--- src/sv/grep_line_match_filter_core_defines.svh ---
// Assertion macros shared by the line matcher modules.
`ifndef GREP_LINE_MATCH_FILTER_CORE_DEFINES_SVH
`define GREP_LINE_MATCH_FILTER_CORE_DEFINES_SVH

`ifndef SYNTHESIS
// A property that must hold at every clock edge outside reset.
`define GLMF_ASSERT(lbl, clk, rstn, prop) \
  lbl: assert property (@(posedge clk) disable iff (!rstn) (prop)) \
    else $error("%m: assertion failed");
// A condition that must never be seen outside reset.
`define GLMF_ASSERT_NEVER(lbl, clk, rstn, cond) \
  lbl: assert property (@(posedge clk) disable iff (!rstn) !(cond)) \
    else $error("%m: forbidden condition seen");
`else
`define GLMF_ASSERT(lbl, clk, rstn, prop)
`define GLMF_ASSERT_NEVER(lbl, clk, rstn, cond)
`endif

`endif

--- src/sv/glmf_pkg.sv ---
package glmf_pkg;

  localparam int PATTERN_MAX  = 16;
  localparam int WINDOW_DEPTH = PATTERN_MAX + 1;
  localparam int EVQ_DEPTH    = 4;
  localparam int CFG_IDX_W    = 3;

  // Configuration register indexes.
  localparam logic [CFG_IDX_W-1:0] CFG_PATTERN_LOW  = 3'd0;
  localparam logic [CFG_IDX_W-1:0] CFG_PATTERN_HIGH = 3'd1;
  localparam logic [CFG_IDX_W-1:0] CFG_PATTERN_LEN  = 3'd2;
  localparam logic [CFG_IDX_W-1:0] CFG_IGNORE_CASE  = 3'd3;
  localparam logic [CFG_IDX_W-1:0] CFG_WHOLE_WORD   = 3'd4;
  localparam logic [CFG_IDX_W-1:0] CFG_INVERT       = 3'd5;

  typedef struct packed {
    logic [7:0] text_byte;
    logic       end_of_line;
  } in_item_t;

  typedef struct packed {
    logic [15:0] line_number;
    logic        line_selected;
    logic [7:0]  occurrence_count;
  } out_item_t;

  typedef struct packed {
    logic [PATTERN_MAX-1:0][7:0] pattern;
    logic [4:0]                  pattern_length;
    logic                        ignore_case;
    logic                        whole_word;
    logic                        invert_select;
  } cfg_t;

  // Classified byte handed from the front end to the line tracker.
  typedef struct packed {
    logic word_byte;
    logic empty_pat;
    logic hit;
    logic left_ok;
    logic eol;
  } match_evt_t;

  function automatic logic is_word(input logic [7:0] c);
    return (c >= 8'h30 && c <= 8'h39) || (c >= 8'h41 && c <= 8'h5A) ||
           (c >= 8'h61 && c <= 8'h7A);
  endfunction

  function automatic logic [7:0] fold(input logic [7:0] c, input logic ic);
    if (ic && c >= 8'h61 && c <= 8'h7A) begin
      return c - 8'd32;
    end
    return c;
  endfunction

endpackage

--- src/sv/glmf_front.sv ---
`include "grep_line_match_filter_core_defines.svh"

module glmf_front (
  input  logic                clk,
  input  logic                rst_n,
  input  glmf_pkg::cfg_t      cfg,
  input  logic                accept,
  input  glmf_pkg::in_item_t  item,
  output glmf_pkg::match_evt_t evt
);

  logic [7:0] recent_r [glmf_pkg::PATTERN_MAX];
  logic [4:0] bytes_r;
  logic [4:0] bytes_nxt;
  logic [7:0] win [glmf_pkg::WINDOW_DEPTH];
  logic [4:0] len_used;
  logic [glmf_pkg::PATTERN_MAX-1:0] pos_ok;

  // Window as it stands once the new byte has been shifted in.
  always_comb begin
    win[0] = item.text_byte;
    for (int k = 1; k < glmf_pkg::WINDOW_DEPTH; k++) begin
      win[k] = recent_r[k-1];
    end
  end

  assign len_used  = (cfg.pattern_length > 5'(glmf_pkg::PATTERN_MAX)) ?
                     5'(glmf_pkg::PATTERN_MAX) : cfg.pattern_length;
  assign bytes_nxt = (bytes_r < 5'(glmf_pkg::WINDOW_DEPTH)) ? bytes_r + 5'd1 : bytes_r;

  // Pattern byte i lines up with window slot len-1-i; unused bytes always agree.
  always_comb begin
    logic [4:0] idx;
    for (int i = 0; i < glmf_pkg::PATTERN_MAX; i++) begin
      idx = len_used - 5'd1 - 5'(i);
      pos_ok[i] = (5'(i) >= len_used) ||
                  (glmf_pkg::fold(win[{1'b0, idx[3:0]}], cfg.ignore_case) ==
                   glmf_pkg::fold(cfg.pattern[i], cfg.ignore_case));
    end
  end

  assign evt.word_byte = glmf_pkg::is_word(item.text_byte);
  assign evt.empty_pat = (len_used == 5'd0);
  assign evt.hit       = (len_used != 5'd0) && (bytes_nxt >= len_used) && (&pos_ok);
  assign evt.left_ok   = (bytes_nxt == len_used) || !glmf_pkg::is_word(win[len_used]);
  assign evt.eol       = item.end_of_line;

  // Window history; its count restarts at each line end.
  always_ff @(posedge clk) begin
    if (!rst_n) begin
      bytes_r <= '0;
    end else if (accept) begin
      bytes_r <= item.end_of_line ? 5'd0 : bytes_nxt;
    end
  end

  always_ff @(posedge clk) begin
    if (accept) begin
      for (int k = 0; k < glmf_pkg::PATTERN_MAX; k++) begin
        recent_r[k] <= win[k];
      end
    end
  end

  `GLMF_ASSERT_NEVER(a_bytes_bound, clk, rst_n, bytes_r > 5'(glmf_pkg::WINDOW_DEPTH))

endmodule

--- src/sv/glmf_evq.sv ---
`include "grep_line_match_filter_core_defines.svh"

module glmf_evq (
  input  logic                 clk,
  input  logic                 rst_n,
  input  logic                 wr_en,
  input  glmf_pkg::match_evt_t wr_data,
  output logic                 full,
  input  logic                 rd_en,
  output glmf_pkg::match_evt_t rd_data,
  output logic                 empty
);

  localparam int PTR_W = $clog2(glmf_pkg::EVQ_DEPTH);

  glmf_pkg::match_evt_t mem_r [glmf_pkg::EVQ_DEPTH];
  logic [PTR_W-1:0] wr_ptr_r;
  logic [PTR_W-1:0] rd_ptr_r;
  logic [PTR_W:0]   count_r;
  logic             do_wr;
  logic             do_rd;

  assign full    = (count_r == (PTR_W+1)'(glmf_pkg::EVQ_DEPTH));
  assign empty   = (count_r == '0);
  assign do_wr   = wr_en && !full;
  assign do_rd   = rd_en && !empty;
  assign rd_data = mem_r[rd_ptr_r];

  // Pointer and occupancy bookkeeping.
  always_ff @(posedge clk) begin
    if (!rst_n) begin
      wr_ptr_r <= '0;
      rd_ptr_r <= '0;
      count_r  <= '0;
    end else begin
      if (do_wr) begin
        wr_ptr_r <= wr_ptr_r + 1'b1;
      end
      if (do_rd) begin
        rd_ptr_r <= rd_ptr_r + 1'b1;
      end
      if (do_wr && !do_rd) begin
        count_r <= count_r + 1'b1;
      end else if (do_rd && !do_wr) begin
        count_r <= count_r - 1'b1;
      end
    end
  end

  always_ff @(posedge clk) begin
    if (do_wr) begin
      mem_r[wr_ptr_r] <= wr_data;
    end
  end

  `GLMF_ASSERT_NEVER(a_count_bound, clk, rst_n, count_r > (PTR_W+1)'(glmf_pkg::EVQ_DEPTH))
  `GLMF_ASSERT(a_count_grows, clk, rst_n, (do_wr && !do_rd) |=> (count_r == $past(count_r) + 1'b1))

endmodule

--- src/sv/glmf_back.sv ---
`include "grep_line_match_filter_core_defines.svh"

module glmf_back (
  input  logic                 clk,
  input  logic                 rst_n,
  input  glmf_pkg::cfg_t       cfg,
  input  logic                 evt_avail,
  input  glmf_pkg::match_evt_t evt,
  output logic                 evt_take,
  output logic                 out_valid,
  output glmf_pkg::out_item_t  out_item,
  input  logic                 out_pop
);

  logic [15:0] line_r;
  logic        has_r;
  logic        pend_r;
  logic [7:0]  tally_r;
  logic        out_valid_r;
  glmf_pkg::out_item_t out_item_r;

  logic        out_free;
  logic        has_nxt;
  logic        pend_nxt;
  logic [7:0]  tally_nxt;

  assign out_free = !out_valid_r || out_pop;
  assign evt_take = evt_avail && (!evt.eol || out_free);

  // Line state after this byte: first settle a waiting word match, then the new one.
  always_comb begin
    has_nxt  = has_r || (pend_r && !evt.word_byte) || evt.empty_pat ||
               (evt.hit && !cfg.whole_word) ||
               (evt.hit && cfg.whole_word && evt.left_ok && evt.eol);
    pend_nxt = evt.hit && cfg.whole_word && evt.left_ok && !evt.eol;
    tally_nxt = (evt.hit && tally_r != 8'hFF) ? tally_r + 8'd1 : tally_r;
  end

  always_ff @(posedge clk) begin
    if (!rst_n) begin
      line_r      <= 16'd1;
      has_r       <= 1'b0;
      pend_r      <= 1'b0;
      tally_r     <= '0;
      out_valid_r <= 1'b0;
    end else begin
      if (evt_take) begin
        if (evt.eol) begin
          line_r  <= (line_r != 16'hFFFF) ? line_r + 16'd1 : line_r;
          has_r   <= 1'b0;
          pend_r  <= 1'b0;
          tally_r <= '0;
        end else begin
          has_r   <= has_nxt;
          pend_r  <= pend_nxt;
          tally_r <= tally_nxt;
        end
      end
      // Result register is loaded at a line end and freed by a transfer.
      if (evt_take && evt.eol) begin
        out_valid_r <= 1'b1;
      end else if (out_pop) begin
        out_valid_r <= 1'b0;
      end
    end
  end

  always_ff @(posedge clk) begin
    if (evt_take && evt.eol) begin
      out_item_r.line_number      <= line_r;
      out_item_r.line_selected    <= has_nxt ^ cfg.invert_select;
      out_item_r.occurrence_count <= tally_nxt;
    end
  end

  assign out_valid = out_valid_r;
  assign out_item  = out_item_r;

  `GLMF_ASSERT_NEVER(a_line_nonzero, clk, rst_n, line_r == 16'd0)
  `GLMF_ASSERT(a_result_line, clk, rst_n, (evt_take && evt.eol) |=> (out_item_r.line_number == $past(line_r)))

endmodule

--- src/sv/grep_line_match_filter_core.sv ---
// Fixed-string line matcher: one text byte per cycle unless full; a result per line end.
// Path: a line's end event passes through the event queue, then the result register.
// Throughput: 1 byte/cycle unless in_full; front-end window compare is fully parallel.
// A 4-entry event queue and the result register let input and output stall apart.
// Reset (rst_n low at a clock edge) clears configuration, line count to 1 and all queues.
module grep_line_match_filter_core (
  input  logic                                clk,
  input  logic                                rst_n,
  input  logic                                in_push,
  output logic                                in_full,
  input  glmf_pkg::in_item_t                  in_data,
  output logic                                out_empty,
  input  logic                                out_pop,
  output glmf_pkg::out_item_t                 out_data,
  input  logic                                cfg_we,
  input  logic [glmf_pkg::CFG_IDX_W-1:0]      cfg_index,
  input  logic [63:0]                         cfg_wdata
);

  glmf_pkg::cfg_t       cfg_r;
  glmf_pkg::match_evt_t front_evt;
  glmf_pkg::match_evt_t q_evt;
  logic                 in_accept;
  logic                 q_empty;
  logic                 evt_take;
  logic                 out_valid;
  logic                 out_xfer;

  assign in_accept = in_push && !in_full;
  assign out_empty = !out_valid;
  assign out_xfer  = out_pop && out_valid;

  // Configuration registers.
  always_ff @(posedge clk) begin
    if (!rst_n) begin
      cfg_r <= '0;
    end else if (cfg_we) begin
      unique case (cfg_index)
        glmf_pkg::CFG_PATTERN_LOW:  cfg_r.pattern[7:0]  <= cfg_wdata;
        glmf_pkg::CFG_PATTERN_HIGH: cfg_r.pattern[15:8] <= cfg_wdata;
        glmf_pkg::CFG_PATTERN_LEN:  cfg_r.pattern_length <= cfg_wdata[4:0];
        glmf_pkg::CFG_IGNORE_CASE:  cfg_r.ignore_case   <= cfg_wdata[0];
        glmf_pkg::CFG_WHOLE_WORD:   cfg_r.whole_word    <= cfg_wdata[0];
        glmf_pkg::CFG_INVERT:       cfg_r.invert_select <= cfg_wdata[0];
        default: ;
      endcase
    end
  end

  glmf_front u_front (
    .clk    (clk),
    .rst_n  (rst_n),
    .cfg    (cfg_r),
    .accept (in_accept),
    .item   (in_data),
    .evt    (front_evt)
  );

  glmf_evq u_evq (
    .clk     (clk),
    .rst_n   (rst_n),
    .wr_en   (in_accept),
    .wr_data (front_evt),
    .full    (in_full),
    .rd_en   (evt_take),
    .rd_data (q_evt),
    .empty   (q_empty)
  );

  glmf_back u_back (
    .clk       (clk),
    .rst_n     (rst_n),
    .cfg       (cfg_r),
    .evt_avail (!q_empty),
    .evt       (q_evt),
    .evt_take  (evt_take),
    .out_valid (out_valid),
    .out_item  (out_data),
    .out_pop   (out_xfer)
  );

endmodule
--- config.mk ---
export PLATFORM = sky130hd
export DESIGN_NAME = grep_line_match_filter_core
export DESIGN_NICKNAME = d
export VERILOG_FILES = /design/src/sv/glmf_pkg.sv /design/src/sv/glmf_front.sv /design/src/sv/glmf_evq.sv /design/src/sv/glmf_back.sv /design/src/sv/grep_line_match_filter_core.sv
export VERILOG_INCLUDE_DIRS = /design/src /design/src/sv
export SDC_FILE = /design/constraint.sdc
export NUM_CORES = 1
export LEC_CHECK = 0
export BUFFER_PORTS_ARGS = -buffer_cell sky130_fd_sc_hd__buf_4
export CAP_MARGIN = 20
export CORE_AREA = 2 2 312 314
export CTS_BUF_LIST = sky130_fd_sc_hd__clkbuf_8
export DETAILED_ROUTE_END_ITERATION = 10
export DIE_AREA = 0 0 314 316
export PLACE_DENSITY = 0.45
export SYNTH_ARGS = -nofsm -noshare
export SYNTH_HDL_FRONTEND = slang
export SYNTH_SLANG_ARGS = --single-unit
--- constraint.sdc ---
create_clock -name clk -period 6.3 [get_ports clk]
set_clock_uncertainty 0.05 [all_clocks]
set_input_delay 0.945 -clock clk [delete_from_list [all_inputs] [get_ports clk]]
set_output_delay 0.945 -clock clk [all_outputs]
set_load 0.01 [all_outputs]
**Word-level counts from Yosys, hierarchy flattened**

Memories as Yosys holds them, arrays and structs flattened. A register that Yosys moved wholly into a read port is not among the register bits.
Cells that the tools add are included.

- Bits in registers: 200
- Bits in writable memories: 148
- Output and inout port bits: 27
- Logic and storage cells: 545
- Memories: 2

- $add $sub $neg: 55
- $lt $le $gt $ge: 112
- Equality and inequality tests: 25
- Mux-type cells: 164
- Bitwise gates (word level): 18
- Reductions and logical operators: 137

Memory list:

| name | words | bits a word | read ports | clocked after memory_dff | wr ports | line | source |
|---|---|---|---|---|---|---|---|
| u_front.recent_r | 16 | 8 | 16 | 0 | 16 | glmf_front.sv:12 | `logic [7:0] recent_r [glmf_pkg::PATTERN_MAX];` |
| u_evq.mem_r | 4 | 5 | 1 | 1 | 1 | glmf_evq.sv:16 | `glmf_pkg::match_evt_t mem_r [glmf_pkg::EVQ_DEPTH];` |

Operators by type and width:

| cell | number |
|---|---|
| 2-to-1 mux 8 bit | 100 |
| binary-select mux 8 bit (select 5 bit) | 17 |
| >= comparator 8 x 7 -> 1 bit (second input constant) | 36 |
| <= comparator 8 x 7 -> 1 bit (second input constant) | 36 |
| subtractor 8 x 6 -> 8 bit (second input constant) | 32 |
| == test 8 bit | 16 |
| >= comparator 6 bit (second input constant) | 17 |
| inverter 4 -> 6 bit | 16 |
| logical AND 1 bit | 87 |
| >= comparator 4 x 5 -> 1 bit (first input constant) | 8 |
| 2-to-1 mux 1 bit | 40 |
| subtractor 4 bit (second input constant) | 8 |
| logical OR 1 bit | 27 |
| >= comparator 3 x 5 -> 1 bit (first input constant) | 4 |
| adder 16 x 1 -> 16 bit (second input constant) | 1 |
| >= comparator 8 x 6 -> 1 bit (second input constant) | 2 |
| <= comparator 8 x 6 -> 1 bit (second input constant) | 2 |
| != test 16 bit (second input constant) | 1 |
| AND reduction 16 bit | 1 |
| subtractor 4 x 3 -> 4 bit (second input constant) | 4 |
| 2-to-1 mux 5 bit | 3 |
| AND reduction 2 bit | 6 |
| >= comparator 1 x 5 -> 1 bit (first input constant) | 2 |
| >= comparator 2 x 5 -> 1 bit (first input constant) | 2 |
| other kinds (25) | 43 |

**Logic depth before layout (Yosys ltp)**

- Depth after elaboration: 17
- Gate-level depth with buffers: 28

**Hierarchy**

Synthesis repeated with hierarchy kept, for this count alone.

- Cell total of the unflattened synthesis: 2908
- Area total of the unflattened synthesis: 26524.2 um^2

Modules (own cells, without submodules):

| module | times used | cells an instance | area an instance (um^2) | sequential area each (um^2) |
|---|---|---|---|---|
| glmf_front | 1 | 2095 | 17734.5 | 3943.8 |
| grep_line_match_filter_core | 1 | 519 | 5238.8 | 2722.6 |
| glmf_back | 1 | 220 | 2343.5 | 1291.2 |
| glmf_evq | 1 | 74 | 1207.4 | 780.7 |

**Worst setup path before layout**

No wires, ideal clock.

- Path kind: flip-flop to flip-flop
- Start: register cfg_r[7] in the netlist's numbering
- End: memory u_evq.mem_r[0][2] in the netlist's numbering, data pin
- Library setup time: 0.205 ns
- Arrival: 5.751 ns
- Required time: 6.045 ns
- Path slack: 0.294 ns
- Stages on the path, launching flop included: 28
- Buffers on the path: 9
- Clock period less this slack: 6.006 ns
- Cell sequence: dfxtp_1 > nand2b_1 > buf_2 > buf_4 > buf_6 > buf_2 > clkbuf_1 > clkbuf_1 > ha_1 > buf_2 > xor2_4 > buf_4 > buf_6 > mux4_2 > o21ai_0 > and2_1 > inv_1 > ha_1 > nand2_1 > o21ai_0 > nand2_1 > a22oi_1 > a211oi_1 > o211ai_1 > or4_1 > o21ai_1 > a31oi_1 > nor4b_2

RTL lines:

| what | line | source |
|---|---|---|
| start: declaration | grep_line_match_filter_core.sv:20 | `glmf_pkg::cfg_t cfg_r;` |
| end: declaration | glmf_evq.sv:16 |  |

==> results.sh <==
export IMPL_tightestPinTransition_ns=1.05
export IMPL_cap_violations=0
export IMPL_yosysMostFrequentCell="nand2_1"
export IMPL_die_area_um2=99200
export IMPL_yosys_cell_types_count=94
export IMPL_cp_start_kind="flip-flop"
export IMPL_vias=22200
export IMPL_first_iter_violations=1787
export IMPL_powerDensity_nw_per_um2=278
export IMPL_synthCells=2659
export IMPL_arrival_ns=6.43
export IMPL_setup_viol=0
export IMPL_status="completed"
export IMPL_grt_start_max_net_pins=94
export IMPL_die_h_um=316
export IMPL_endpoint_kind="flip-flop"
export IMPL_area_growth_syn_to_layout_pct=15.0
export IMPL_grt_busiest_layer="met2"
export IMPL_worstPathRequired_ns=6.80
export IMPL_clk_path_buf_depth=3
export IMPL_core_area_um2=96000
export IMPL_hp_class="flip-flop to flip-flop"
export IMPL_pin_count=108
export IMPL_h_tree_depth=3
export IMPL_finalHoldViolations=0
export IMPL_synth_top_flop_cell="dfxtp_1"
export IMPL_async_flop_share=0
export IMPL_synthTopCellsByArea="edfxtp_1 (20%), dfxtp_1 (14%), mux2i_1 (10%), mux4_2 (8.5%), nand2_1 (5.7%)"
export IMPL_path_max_fanout=30
export IMPL_grt_use_met3=0.0299
export IMPL_synth_top_area_frac=0.202
export IMPL_drive_gt1_frac=0.167
export IMPL_grt_setup_unrepaired="no"
export IMPL_numPortBuffers=107
export IMPL_die_x_um=314
export IMPL_clock_sinks=350
export IMPL_syn_avg_cell_area_um2=9.67
export IMPL_hpwl_um=79400
export IMPL_grt_pass1_wl_um=150000
export IMPL_dr_pass1_iters=6
export IMPL_syn_area_um2=25700
export IMPL_hold_ws_ns=0.416
export IMPL_root_buffer="clkbuf_8"
export IMPL_vdd_drop_max_mv=0.182
export IMPL_ant_nets=0
export IMPL_design_area_um2=29600
export IMPL_grt_use_total=0.204
export IMPL_synth_seq_cells=350
export IMPL_grt_overflow=0
export IMPL_first_global_vias=21900
export IMPL_clk_pin_slew_ns=0.06
export IMPL_start_util=0.268
export IMPL_critPathKind="flip-flop to flip-flop"
export IMPL_avgViaCountPerCell=5.40
export IMPL_finalSetupTns_ns=0
export IMPL_period_share=0.942
export IMPL_met2_usage=0.341
export IMPL_synth_edf_count=173
export IMPL_cts_tree="built"
export IMPL_cts_buffers=69
export IMPL_place_congestion=0.975
export IMPL_grtUsageMet1=0.260
export IMPL_drv_slew=0
export IMPL_clock_latency_ns=0.72
export IMPL_final_nets=2904
export IMPL_yosys_top_cells_count="nand2_1 (390), mux2i_1 (266), dfxtp_1 (177), edfxtp_1 (173), a21boi_0 (138)"
export IMPL_fmaxAchievable_ghz=0.168
export IMPL_synth_nets=2791
export IMPL_num_rows=114
export IMPL_drc_errors=0
export IMPL_relSlewSlack=0.295
export IMPL_routed_wl_um=103000
export IMPL_p_leak_nw=10.9
export IMPL_period_minus_slack_ns=5.94
export IMPL_antenna_found_initial=3
export IMPL_place_area_um2=28100
export IMPL_yosys_warnings=0
export IMPL_routedWlPerCell_um=25.1
export IMPL_ys_seq_area_frac=0.340
export IMPL_yosys_area_top_type="edfxtp_1"
-- cell type report --
class | count | area [um^2]
fillers | 9928 | 66400
multi-input cells | 2058 | 15900
repair buffers | 207 | 1600
inverters | 86 | 327
well taps | 1276 | 1600
clock buffers | 74 | 1020
flip-flops and latches | 350 | 8740
diodes | 2 | 5.00
clock inverters | 51 | 378
-- registers in the layout (all words and copies together) (netlist names), named ones only --
name	cells
cfg_r	136
u_front.recent_r	128
u_back.out_item	25
u_evq.mem_r	20
u_back.line_r	16
u_back.tally_r	8
u_front.bytes_r	5
u_evq.count_r	3
u_evq.rd_ptr_r	2
u_evq.wr_ptr_r	2
u_back.has_r	1
u_back.out_valid	1
u_back.pend_r	1
-- worst paths after layout --
kind | start | endpoint | slack [ns] | depth (start not counted)
setup / recovery | cfg_r[3] | u_evq.mem_r[0][2] | 0.36 | 17
hold reg to reg | cfg_r[109] | cfg_r[109] | 0.42 | 2
setup reg to reg | cfg_r[3] | u_evq.mem_r[0][2] | 0.36 | 17
hold / removal | cfg_r[109] | cfg_r[109] | 0.42 | 2
-- per-stage QoR --
stage / power [mW] / worst slack (ns) / instances / util
final: 8.24 / 0.363 / 4104 / 0.308
after global routing: 8.65 / 0.176 / 4102 / 0.308
after CTS: 8.30 / 0.192 / 4098 / 0.308
after detailed placement: 5.84 / 0.249 / 3973 / 0.293
after global placement: 5.81 / 0.394 / 3972 / 0.293
after floorplan: 4.75 / 0.294 / 2659 / -
-- layout by cell type (no fill, tap or decap), drive strengths merged, types with 46 or more instances in the layout --
| cell type | n |
|---|---|
| mux4 | 97 |
| xnor2 | 105 |
| o21ai | 68 |
| ha | 50 |
| nand2 | 390 |
| inv | 106 |
| a21oi | 81 |
| nor3 | 52 |
| edfxtp | 173 |
| mux2i | 267 |
| nor2b | 46 |
| a21boi | 138 |
| nor2 | 96 |
| dfxtp | 177 |
| nand3 | 50 |
| clkbuf | 75 |
| buf | 206 |
| a211oi | 73 |
-- metal layers --
metal / vias up / wire length [um]
li1: 10200 / -
met1: 11100 / 44100
met2: 672 / 48700
met3: 172 / 5360
met4: 0 / 4750
met5: - / 0
-- logic make-up after synthesis --
family / after synthesis / synth area share
flops: 350 / 0.340
buf+inv: 251 / 0.0430
xor+xnor: 158 / 0.0602
simple gates: 877 / 0.170
compound gates: 572 / 0.157
fa+ha+maj: 51 / 0.0251
mux: 400 / 0.205
-- power by group --
part | switching (mW) | total [mW] | internal, mW
sequential | 0.252 | 3.00 | 2.74
clock | 1.11 | 2.41 | 1.30
combinational | 1.70 | 2.83 | 1.14
total | 3.06 | 8.24 | 5.18
-- timing repair --
| item | 4_1_cts | 5_1_grt |
|---|---|---|
| buffers inserted | 0 | 3 |
| setup endpoints to repair | 0 | 4 |
| hold endpoints to repair | 0 | 0 |
| resized for setup | 0 | 0 |
| hold buffers | 0 | 0 |
-- worst max-delay path, cell delays in order (launching register included) --
cell and delay [ns]:
dfxtp_2 0.45, nand2b_4 0.11, clkinv_2 0.11, buf_4 0.44, buf_4 0.34, mux2i_1 0.67
mux4_2 0.51, nand4_1 0.12, o22a_1 0.21, a41oi_1 0.28, xor2_1 0.12, nor4_2 0.67
buf_4 0.25, nor2_1 0.05, a311o_1 0.31, a2111o_1 0.41, nor4b_2 0.43, buf_4 0.20
(Power assumes the default switching activity.)
